===== config.mk =====
export PLATFORM = sky130hd
export DESIGN_NAME = gregorian_date_subtractor_top
export DESIGN_NICKNAME = d
export VERILOG_FILES = /design/src/gds_pkg.sv /design/src/gds_ctrl.sv /design/src/gds_dp.sv /design/src/gregorian_date_subtractor_top.sv
export SDC_FILE = /design/constraint.sdc
export NUM_CORES = 1
export LEC_CHECK = 0
export ABC_CLOCK_PERIOD_IN_PS = 6100
export BUFFER_PORTS_ARGS = -buffer_cell sky130_fd_sc_hd__buf_2
export CAP_MARGIN = 20
export CORE_MARGIN = 2
export CORE_UTILIZATION = 58
export CTS_BUF_LIST = sky130_fd_sc_hd__clkbuf_16
export DETAILED_ROUTE_END_ITERATION = 7
export PLACE_DENSITY = 0.79
export SYNTH_ARGS = -nofsm -noshare
export SYNTH_HDL_FRONTEND = slang
export SYNTH_HIERARCHICAL = 1
export SYNTH_SLANG_ARGS = --single-unit

===== constraint.sdc =====
create_clock -name clk -period 6.1 [get_ports clk]
set_clock_uncertainty 0.2 [all_clocks]
set_input_delay 0.61 -clock clk [delete_from_list [all_inputs] [get_ports clk]]
set_output_delay 0.61 -clock clk [all_outputs]
set_load 0.01 [all_outputs]

===== src/gds_pkg.sv =====
// Package for the Gregorian date subtractor: item structs, operation codes,
// controller/datapath command and status structs, and calendar helpers.
// Depends on nothing; every other file imports it.
package gds_pkg;

	typedef struct packed {
		logic        [2:0]  operation;
		logic        [14:0] amount;
		logic        [4:0]  start_day;
		logic        [3:0]  start_month;
		logic signed [15:0] start_year;
	} request_t;

	typedef struct packed {
		logic        [4:0]  result_day;
		logic        [3:0]  result_month;
		logic signed [15:0] result_year;
	} result_t;

	localparam logic [2:0] OP_DAYS       = 3'd0;
	localparam logic [2:0] OP_WEEKS      = 3'd1;
	localparam logic [2:0] OP_MONTHS     = 3'd2;
	localparam logic [2:0] OP_YEARS      = 3'd3;
	localparam logic [2:0] OP_DECADES    = 3'd4;
	localparam logic [2:0] OP_CENTURIES  = 3'd5;
	localparam logic [2:0] OP_MILLENNIA  = 3'd6;

	// Reciprocal of 25 scaled by 2^21, rounded up; exact for 16-bit values.
	localparam logic [16:0] RECIP25       = 17'd83887;
	localparam int          RECIP25_SHIFT = 21;
	// 65535 mod 25: residue of the year 65535 (that is, -1).
	localparam logic [4:0]  WRAP_RES25    = 5'd10;
	// A negative year is divisible by 25 when its unsigned residue is this.
	localparam logic [4:0]  NEG_ZERO_RES25 = 5'd11;

	localparam logic [15:0] CENTURY    = 16'd100;
	localparam logic [15:0] MILLENNIUM = 16'd1000;

	localparam logic [4:0] MONTH_LEN [12] = '{
		5'd31, 5'd28, 5'd31, 5'd30, 5'd31, 5'd30,
		5'd31, 5'd31, 5'd30, 5'd31, 5'd30, 5'd31
	};

	typedef struct packed {
		logic load;
		logic mul;
		logic modr;
		logic norm;
		logic step_day;
		logic step_month;
	} gds_cmd_t;

	typedef struct packed {
		logic loop_days;
		logic loop_months;
		logic cnt_zero;
	} gds_sts_t;

	// Leap year test from the low bits and the unsigned residue mod 25.
	function automatic logic is_leap(input logic [15:0] y, input logic [4:0] r25);
		logic div4;
		logic div16;
		logic div25;
		div4  = (y[1:0] == 2'd0);
		div16 = (y[3:0] == 4'd0);
		div25 = y[15] ? (r25 == NEG_ZERO_RES25) : (r25 == 5'd0);
		return (div16 && div25) || (div4 && !div25);
	endfunction

	// Month length; m is 1 to 12.
	function automatic logic [4:0] days_in(input logic [3:0] m, input logic leap);
		logic [4:0] len;
		len = MONTH_LEN[(m == 4'd0 || m > 4'd12) ? 4'd0 : 4'(m - 4'd1)];
		if (m == 4'd2 && leap) begin
			len = 5'd29;
		end
		return len;
	endfunction

endpackage


===== src/gds_ctrl.sv =====
// Controller state machine of the Gregorian date subtractor.
// Sequences load, residue setup, normalization and the step loops; uses gds_pkg.
module gds_ctrl (
	input  logic               clk,
	input  logic               arst_n,
	input  logic               start,
	input  gds_pkg::gds_sts_t  sts,
	output gds_pkg::gds_cmd_t  cmd,
	output logic               busy,
	output logic               done
);
	import gds_pkg::*;

	typedef enum logic [2:0] {
		S_IDLE,
		S_MUL,
		S_MOD,
		S_NORM,
		S_DAYS,
		S_MONTHS
	} state_t;

	state_t state_q;
	logic   busy_q;
	logic   done_q;

	always_comb begin
		cmd            = '0;
		cmd.load       = (state_q == S_IDLE) && start;
		cmd.mul        = (state_q == S_MUL);
		cmd.modr       = (state_q == S_MOD);
		cmd.norm       = (state_q == S_NORM);
		cmd.step_day   = (state_q == S_DAYS) && !sts.cnt_zero;
		cmd.step_month = (state_q == S_MONTHS) && !sts.cnt_zero;
	end

	always_ff @(posedge clk or negedge arst_n) begin
		if (!arst_n) begin
			state_q <= S_IDLE;
			busy_q  <= 1'b0;
			done_q  <= 1'b0;
		end else begin
			done_q <= 1'b0;
			unique case (state_q)
				S_IDLE: begin
					if (start) begin
						state_q <= S_MUL;
						busy_q  <= 1'b1;
					end
				end
				S_MUL: state_q <= S_MOD;
				S_MOD: state_q <= S_NORM;
				S_NORM: begin
					if (sts.loop_days) begin
						state_q <= S_DAYS;
					end else if (sts.loop_months) begin
						state_q <= S_MONTHS;
					end else begin
						state_q <= S_IDLE;
						busy_q  <= 1'b0;
						done_q  <= 1'b1;
					end
				end
				S_DAYS, S_MONTHS: begin
					if (sts.cnt_zero) begin
						state_q <= S_IDLE;
						busy_q  <= 1'b0;
						done_q  <= 1'b1;
					end
				end
				default: state_q <= S_IDLE;
			endcase
		end
	end

	assign busy = busy_q;
	assign done = done_q;

endmodule


===== src/gds_dp.sv =====
// Datapath of the Gregorian date subtractor: date registers, step counter,
// year residue mod 25 and the day/month step logic; uses gds_pkg.
module gds_dp (
	input  logic               clk,
	input  gds_pkg::request_t  request,
	input  gds_pkg::gds_cmd_t  cmd,
	output gds_pkg::gds_sts_t  sts,
	output gds_pkg::result_t   result
);
	import gds_pkg::*;

	logic [2:0]  op_q;
	logic [14:0] amt_q;
	logic [4:0]  d_q;
	logic [3:0]  m_q;
	logic [15:0] y_q;
	logic [4:0]  r25_q;
	logic [17:0] cnt_q;
	logic [32:0] prod_q;

	logic [11:0] quot;
	logic [15:0] quot25;
	logic [4:0]  cur_len;
	logic [3:0]  m_prev;
	logic [15:0] y_prev;
	logic [4:0]  r25_prev;
	logic [4:0]  prev_len;
	logic [17:0] amt_x7;
	logic [15:0] amt_x10;

	assign quot   = prod_q[RECIP25_SHIFT +: 12];
	assign quot25 = {quot, 4'd0} + {1'b0, quot, 3'd0} + {4'd0, quot};

	assign cur_len = days_in(m_q, is_leap(y_q, r25_q));

	// Previous month, with the year and its residue stepped back in January.
	always_comb begin
		m_prev   = 4'(m_q - 4'd1);
		y_prev   = y_q;
		r25_prev = r25_q;
		if (m_q == 4'd1) begin
			m_prev   = 4'd12;
			y_prev   = 16'(y_q - 16'd1);
			if (y_q == 16'd0) begin
				r25_prev = WRAP_RES25;
			end else if (r25_q == 5'd0) begin
				r25_prev = 5'd24;
			end else begin
				r25_prev = 5'(r25_q - 5'd1);
			end
		end
	end

	assign prev_len = days_in(m_prev, is_leap(y_prev, r25_prev));
	assign amt_x7   = {amt_q, 3'd0} - {3'd0, amt_q};
	assign amt_x10  = 16'({amt_q, 3'd0} + {2'd0, amt_q, 1'b0});

	always_ff @(posedge clk) begin
		if (cmd.load) begin
			op_q  <= request.operation;
			amt_q <= request.amount;
			d_q   <= request.start_day;
			y_q   <= request.start_year;
			if (request.start_month == 4'd0) begin
				m_q <= 4'd1;
			end else if (request.start_month > 4'd12) begin
				m_q <= 4'd12;
			end else begin
				m_q <= request.start_month;
			end
		end
		if (cmd.mul) begin
			prod_q <= 33'(y_q) * 33'(RECIP25);
		end
		if (cmd.modr) begin
			r25_q <= 5'(y_q - quot25);
		end
		if (cmd.norm) begin
			if (d_q == 5'd0) begin
				d_q <= 5'd1;
			end else if (d_q > cur_len) begin
				d_q <= cur_len;
			end
			// The step counter is only read by the day and month loops.
			case (op_q) inside
				OP_DAYS, OP_MONTHS: cnt_q <= {3'd0, amt_q};
				OP_WEEKS:           cnt_q <= amt_x7;
				OP_YEARS:           y_q   <= y_q - {1'b0, amt_q};
				OP_DECADES:         y_q   <= y_q - amt_x10;
				OP_CENTURIES:       y_q   <= y_q - CENTURY;
				OP_MILLENNIA:       y_q   <= y_q - MILLENNIUM;
				default:            ;
			endcase
		end
		if (cmd.step_day) begin
			if (cnt_q >= {13'd0, d_q}) begin
				cnt_q <= cnt_q - {13'd0, d_q};
				m_q   <= m_prev;
				y_q   <= y_prev;
				r25_q <= r25_prev;
				d_q   <= prev_len;
			end else begin
				d_q   <= 5'(d_q - cnt_q[4:0]);
				cnt_q <= '0;
			end
		end
		if (cmd.step_month) begin
			cnt_q <= cnt_q - 18'd1;
			m_q   <= m_prev;
			y_q   <= y_prev;
			r25_q <= r25_prev;
			if (d_q > prev_len) begin
				d_q <= prev_len;
			end
		end
	end

	assign sts.loop_days   = (op_q == OP_DAYS) || (op_q == OP_WEEKS);
	assign sts.loop_months = (op_q == OP_MONTHS);
	assign sts.cnt_zero    = (cnt_q == 18'd0);

	assign result.result_day   = d_q;
	assign result.result_month = m_q;
	assign result.result_year  = y_q;

endmodule


===== src/gregorian_date_subtractor_top.sv =====
// Top level of the Gregorian date subtractor.
// Instantiates gds_ctrl and gds_dp; uses gds_pkg for the item structs.
//
// Usage: the host drives an item on request (operation, amount, starting
// date) and raises start. The item is taken at a rising edge where start is
// high and busy is low; busy then stays high until the result is ready.
// The result appears on result together with a one-cycle done strobe and is
// taken at the edge that closes that cycle. The receiver cannot stall, so
// the host must sample result while done is high; result keeps its value
// until the next item is taken.
// Setup steps through S_MUL, S_MOD and S_NORM (year residue mod 25 by
// reciprocal multiply, then day normalization and year arithmetic), then
// the step loop runs. Year, decade, century and millennium items finish
// after S_NORM with no step loop. Month items step back one month per
// cycle until the count runs out. Day and week items step back one month
// boundary per cycle until the remaining days fall within the current
// month. One item is in flight at a time; the step loop through the shared
// date registers sets the rate.
// Reset (arst_n low) returns the controller to idle with busy and done low.
module gregorian_date_subtractor_top (
	input  logic              clk,
	input  logic              arst_n,
	input  logic              start,
	input  gds_pkg::request_t request,
	output logic              busy,
	output logic              done,
	output gds_pkg::result_t  result
);
	import gds_pkg::*;

	gds_cmd_t cmd;
	gds_sts_t sts;

	// The controller owns the handshake and the step loop sequencing.
	gds_ctrl u_ctrl (
		.clk    (clk),
		.arst_n (arst_n),
		.start  (start),
		.sts    (sts),
		.cmd    (cmd),
		.busy   (busy),
		.done   (done)
	);

	// The datapath holds the date under work and drives the result directly.
	gds_dp u_dp (
		.clk     (clk),
		.request (request),
		.cmd     (cmd),
		.sts     (sts),
		.result  (result)
	);

endmodule

Yosys cells after proc, flatten, opt, wreduce, memory -nomap -nowiden --
Memory sizes are Yosys's and may differ from the RTL's. Cells that the tools add are included. Widths: inputs -> output; s select.
Storage, ports and cells: register bits after elaboration 97, ROM bits 160, input port bits 46, output and inout port bits 27, logic and storage cells 163, memories 2
Memories:
- (name not given) | words 16, width 5, rd ports 1, clocked after Yosys merged registers in 0, write ports 0, RTL line gds_pkg.sv:73 | len = MONTH_LEN[(m == 4'd0 || m > 4'd12) ? 4'd0 : 4'(m - 4'd1)];
- (name not given) | words 16, width 5, rd ports 1, clocked after Yosys merged registers in 0, write ports 0, RTL line gds_pkg.sv:73
Cells by class: $add $sub $neg 16, multipliers 1, magnitude comparators 8, eq/ne operators 20, muxes and demuxes 64, bitwise gates (word level) 2, reductions and logical operators 39
Operator list (number):
- $mux 16 | 12
- $mux 18 | 6
- $mux 5 | 21
- $mux 4 | 9
- $mul 16x17->26 const B | 1
- $logic_not 4->1 | 5
- $ge 18x5->1 | 1
- $logic_not 18->1 | 1
- $sub 18x1->18 const B | 1
- $sub 18x15->18 | 1
- $sub 18x5->18 | 1
- $add 16x16->16 | 1
- $logic_not 16->1 | 1
- $sub 16x1->16 const B | 1
- $sub 16x10->16 const B | 1
- $sub 16x15->16 | 1
- $sub 16x16->16 | 1
- $sub 16x7->16 const B | 1
- $eq 3x3->1 const B | 5
- $logic_not 5->1 | 3
- $pmux 3 s5 | 1
- $eq 3x2->1 const B | 4
- $gt 4x4->1 const B | 3
- $mux 3 | 4
- 26 further kinds | 64

Logic depth before layout (Yosys ltp) --
word-level depth 15, gate-level depth with buffers 23, depth with buffers taken out 22

Modules after synthesis --
Netlist, hierarchy kept.
By module, submodules not included:
- gds_dp | instances 1, cells each 1517, area an instance 12777.3 um^2, seq. area each 1831.8 um^2
- gds_ctrl | instances 1, cells each 29, area an instance 309.0 um^2, seq. area each 125.1 um^2

Worst setup path after synthesis --
No wires, ideal clock.
kind reg2reg, start point reg u_dp.y_q[7], end point reg u_dp.prod_q[25], data pin, arrival 5808 ps, data required time 5640 ps, setup slack -168 ps, stages on the path, launching flop included 20, buffers on the path 1, clock period less this slack 6268 ps, cells stage by stage dfxtp_1 clkbuf_1 clkinv_1 ha_1 inv_1 fa_1 inv_1 fa_1 fa_1 fa_1 fa_1 ha_1 or4_1 a221oi_1 o211ai_1 o211ai_1 a21oi_1 a2111o_1 a21oi_1 xnor2_1
On the way: longest elaborated chain between the ends 1
Ends and longest elaborated chain:
- start: declaration | RTL line gds_dp.sv:16 | logic [15:0] y_q;
- start signal: assignment | RTL line gds_dp.sv:63 | y_q <= request.start_year;
- start signal: assignment | RTL line gds_dp.sv:88 | OP_YEARS: y_q <= y_q - {1'b0, amt_q};
- start signal: assignment | RTL line gds_dp.sv:89 | OP_DECADES: y_q <= y_q - amt_x10;
- $mul 16x17->26 | RTL line gds_dp.sv:73 | prod_q <= 33'(y_q) * 33'(RECIP25);
- end signal: assignment | RTL line gds_dp.sv:73
- end: declaration | RTL line gds_dp.sv:19 | logic [32:0] prod_q;
No other way between the ends. A chain may end at the register's enable or synchronous reset.

Worst setup path after layout --
start point reg u_dp.y_q[13], end point reg u_dp.prod_q[25], data pin
Same word-level chain as after synthesis.

==> results.yml <==
run_status:
  status: "complete, no violations"
timing:
  setup_violations: 0
  setup_slack_ns: 0.1937
  worstMarginPinSlew_ns: 1.074
  max_freq_mhz: 169.3
  slew_viol_final: 0
  finalHoldViolations: 0
  fin_crit_ns: 5.906
  fin_crit_sh: 0.9682
  slew_headroom: 0.2817
floorplanning:
  die_area_um2: 23780
  start_util: 0.5960
  die_x_um: 154.2
  rows: 54
  io-pin-count: 73
  core_area_um2: 21960
  die_height_um: 154.2
synthesis:
  netlist_area_um2: 13090
  synth_cell_types: 88
  ys_ff_latch: 76
  synth_area_leaders: "ha_1 18%, fa_1 17%, edfxtp_1 9.4%"
  syn-num-nets: 1890
  synth_top_area_share: 0.1788
  yosys_warnings: 6
  synth_ff_type: "edfxtp_1"
  syn_inst: 1546
  async_flop_share: 0.06579
  post-synth-top-count-cell: "inv_1"
  synth.avg_cell_area_um2: 8.465
  yosys-top-cells-count: "231 x inv_1, 187 x ha_1, 112 x nor2_1, 111 x fa_1, 108 x nand2_1"
  yosysTopAreaCell: "ha_1"
  yosysSeqAreaShare: 0.1495
  synth-edff-count: 41
finish:
  drive_gt1_frac: 0.1055
  fillCellCount: 1845
  regArea_um2: 1968
  final_util: 0.6504
  fin_nets: 1969
  design_area_um2: 14280
  multi_input_area_um2: 10060
  antenna_cells: 0
  final_cells: 1910
  syn2layout_area_growth_pct: 9.140
placed_design:
  gp_congestion: 0.9578
  io_buffers: 72
  dpl_worst_slack_ns: 0.02523
  dpl_cell_area_um2: 13900
  place_inst: 1886
  dpl.hpwl_mm: 29.87
setup_path:
  crit_path_max_fanout: 2
  critPathCaptureType: "flip-flop"
  ff2ff_setup_slack_ns: 0.19
  start_kind: "flip-flop"
  critPathKind: "reg -> reg"
  required_ns: 6.00
  worstReg2RegStart: "u_dp/y_q[13]"
  critPathCapture: "u_dp/prod_q[25]"
  r2r_cells: 18
  startpoint: "u_dp/y_q[13]"
  r2r-end: "u_dp/prod_q[25]"
  arrival_ns: 5.80
drt:
  routed-via-count: 11940
  final_antenna_net_count: 0
  drc: 0
  drt-initial-drc-count: 1298
  viasPerCell: 6.251
  routedWlPerCell_um: 19.51
  routed_wl_mm: 37.26
  first_pass_iters: 7
grt:
  grt_start_max_net_pins: 54
  grt_pass1_wl_mm: 59.39
  grtUsageMet2: 0.4988
  use_met1: 0.4499
  grt_pass1_vias: 11390
  antenna_found_initial: 0
  grt_overflow: 0
  grt_usage: 0.3141
  top_usage_layer: "met2"
  grtUsageMet3: 0.04343
hold_path:
  hold_path.class: "in -> reg"
cts:
  cts_tree: "yes"
  path_clk_slew_ns: 0.08
  cts-buffers-inserted: 9
  worst_skew_pair.late_latency_ns: 0.37
  cts.sinks: 76
  htreeDepth: 3
  cts_root_buf: "clkbuf_16"
  clk_path_buf_depth: 2
job:
  max-cap-violations: 0
[how the worst min path moves through the flow]
stage / startpoint / end / slack (ns) / cells after the start
floorplan: arst_n / u_ctrl/busy / 0.11 / 0
global placement: arst_n / u_ctrl/busy / 0.23 / 1
detailed placement: arst_n / u_ctrl/busy / 0.24 / 1
CTS: request[40] / u_dp/op_q[0] / 0.21 / 1
global route: request[40] / u_dp/op_q[0] / 0.21 / 1
finish: request[42] / u_dp/op_q[2] / 0.21 / 1
[routing by layer]
| layer | wire length [um] | vias up |
|---|---|---|
| li1 | - | 5545 |
| met1 | 16350 | 5698 |
| met2 | 16750 | 624 |
| met3 | 3333 | 72 |
| met4 | 821 | 0 |
| met5 | 0 | - |
[metrics by stage]
step                setup TNS, ns  hold WS, ns
floorplan                       0       0.1144
global placement                0       0.2312
detailed placement              0       0.2365
CTS                             0       0.2056
global route             -0.01116       0.2100
finish                          0       0.2110
[registers in the layout, indices dropped and copies added (netlist names)]
signal          count
u_ctrl/busy         1
u_ctrl/done         1
u_ctrl/state_q      3
u_dp/amt_q         15
u_dp/cnt_q         18
u_dp/d_q            5
u_dp/m_q            4
u_dp/op_q           3
u_dp/prod_q         5
u_dp/r25_q          5
u_dp/y_q           16
[cells by family (layout without fill, tap and decap cells)]
logic type                 after synthesis  in the layout  synth area share
adders and majority gates              298            298            0.3486
muxes                                   14             14           0.01071
AOI/OAI and AO/OA                      392            392            0.1976
and+or+nand+nor                        384            384            0.1449
xor gates and xnor gates                96             96           0.06425
buffers and inverters                  286            370           0.08433
DFF                                     76             76            0.1495
[what timing repair did]
item,4_1_cts,5_1_grt
setup buffers,0,6
hold endpoints to repair,5,0
resized for setup,0,11
setup endpoints to repair,0,3
hold buffers,1,0
[layout by cell type (no fill, tap or decap), types with 25 or more instances in the layout]
master	n
a21oi_1	88
a31oi_1	27
buf_2	72
buf_4	45
edfxtp_1	41
fa_1	108
ha_1	186
inv_1	227
nand2_1	108
nand3_1	33
nor2_1	112
nor3_1	26
o21ai_0	85
xnor2_1	71
xor2_1	25
[layout make-up]
type | count | area share
inverter | 234 | 0.06176
sequential | 76 | 0.1378
clock inverter | 7 | 0.003942
clock buffer | 9 | 0.01577
tap | 280 | 0.02453
multi-input combinational | 1184 | 0.7047
timing repair buffer | 120 | 0.05151
[critical path: stages (launching register included)]
cell and delay, ns:
dfxtp_2 0.32, inv_1 0.07, fa_2 0.40, buf_4 0.15, fa_1 0.50, inv_1 0.06, fa_1 0.50, fa_1 0.46
fa_1 0.49, fa_1 0.49, ha_1 0.22, or4_1 0.49, a221oi_2 0.19, o211ai_1 0.13, o211ai_1 0.23, a21oi_1 0.10
a2111o_1 0.40, a21oi_2 0.17, xnor2_1 0.08
Power is not shown: default switching activity piles up to over one toggle a cycle in this logic, so the estimate is an artifact.
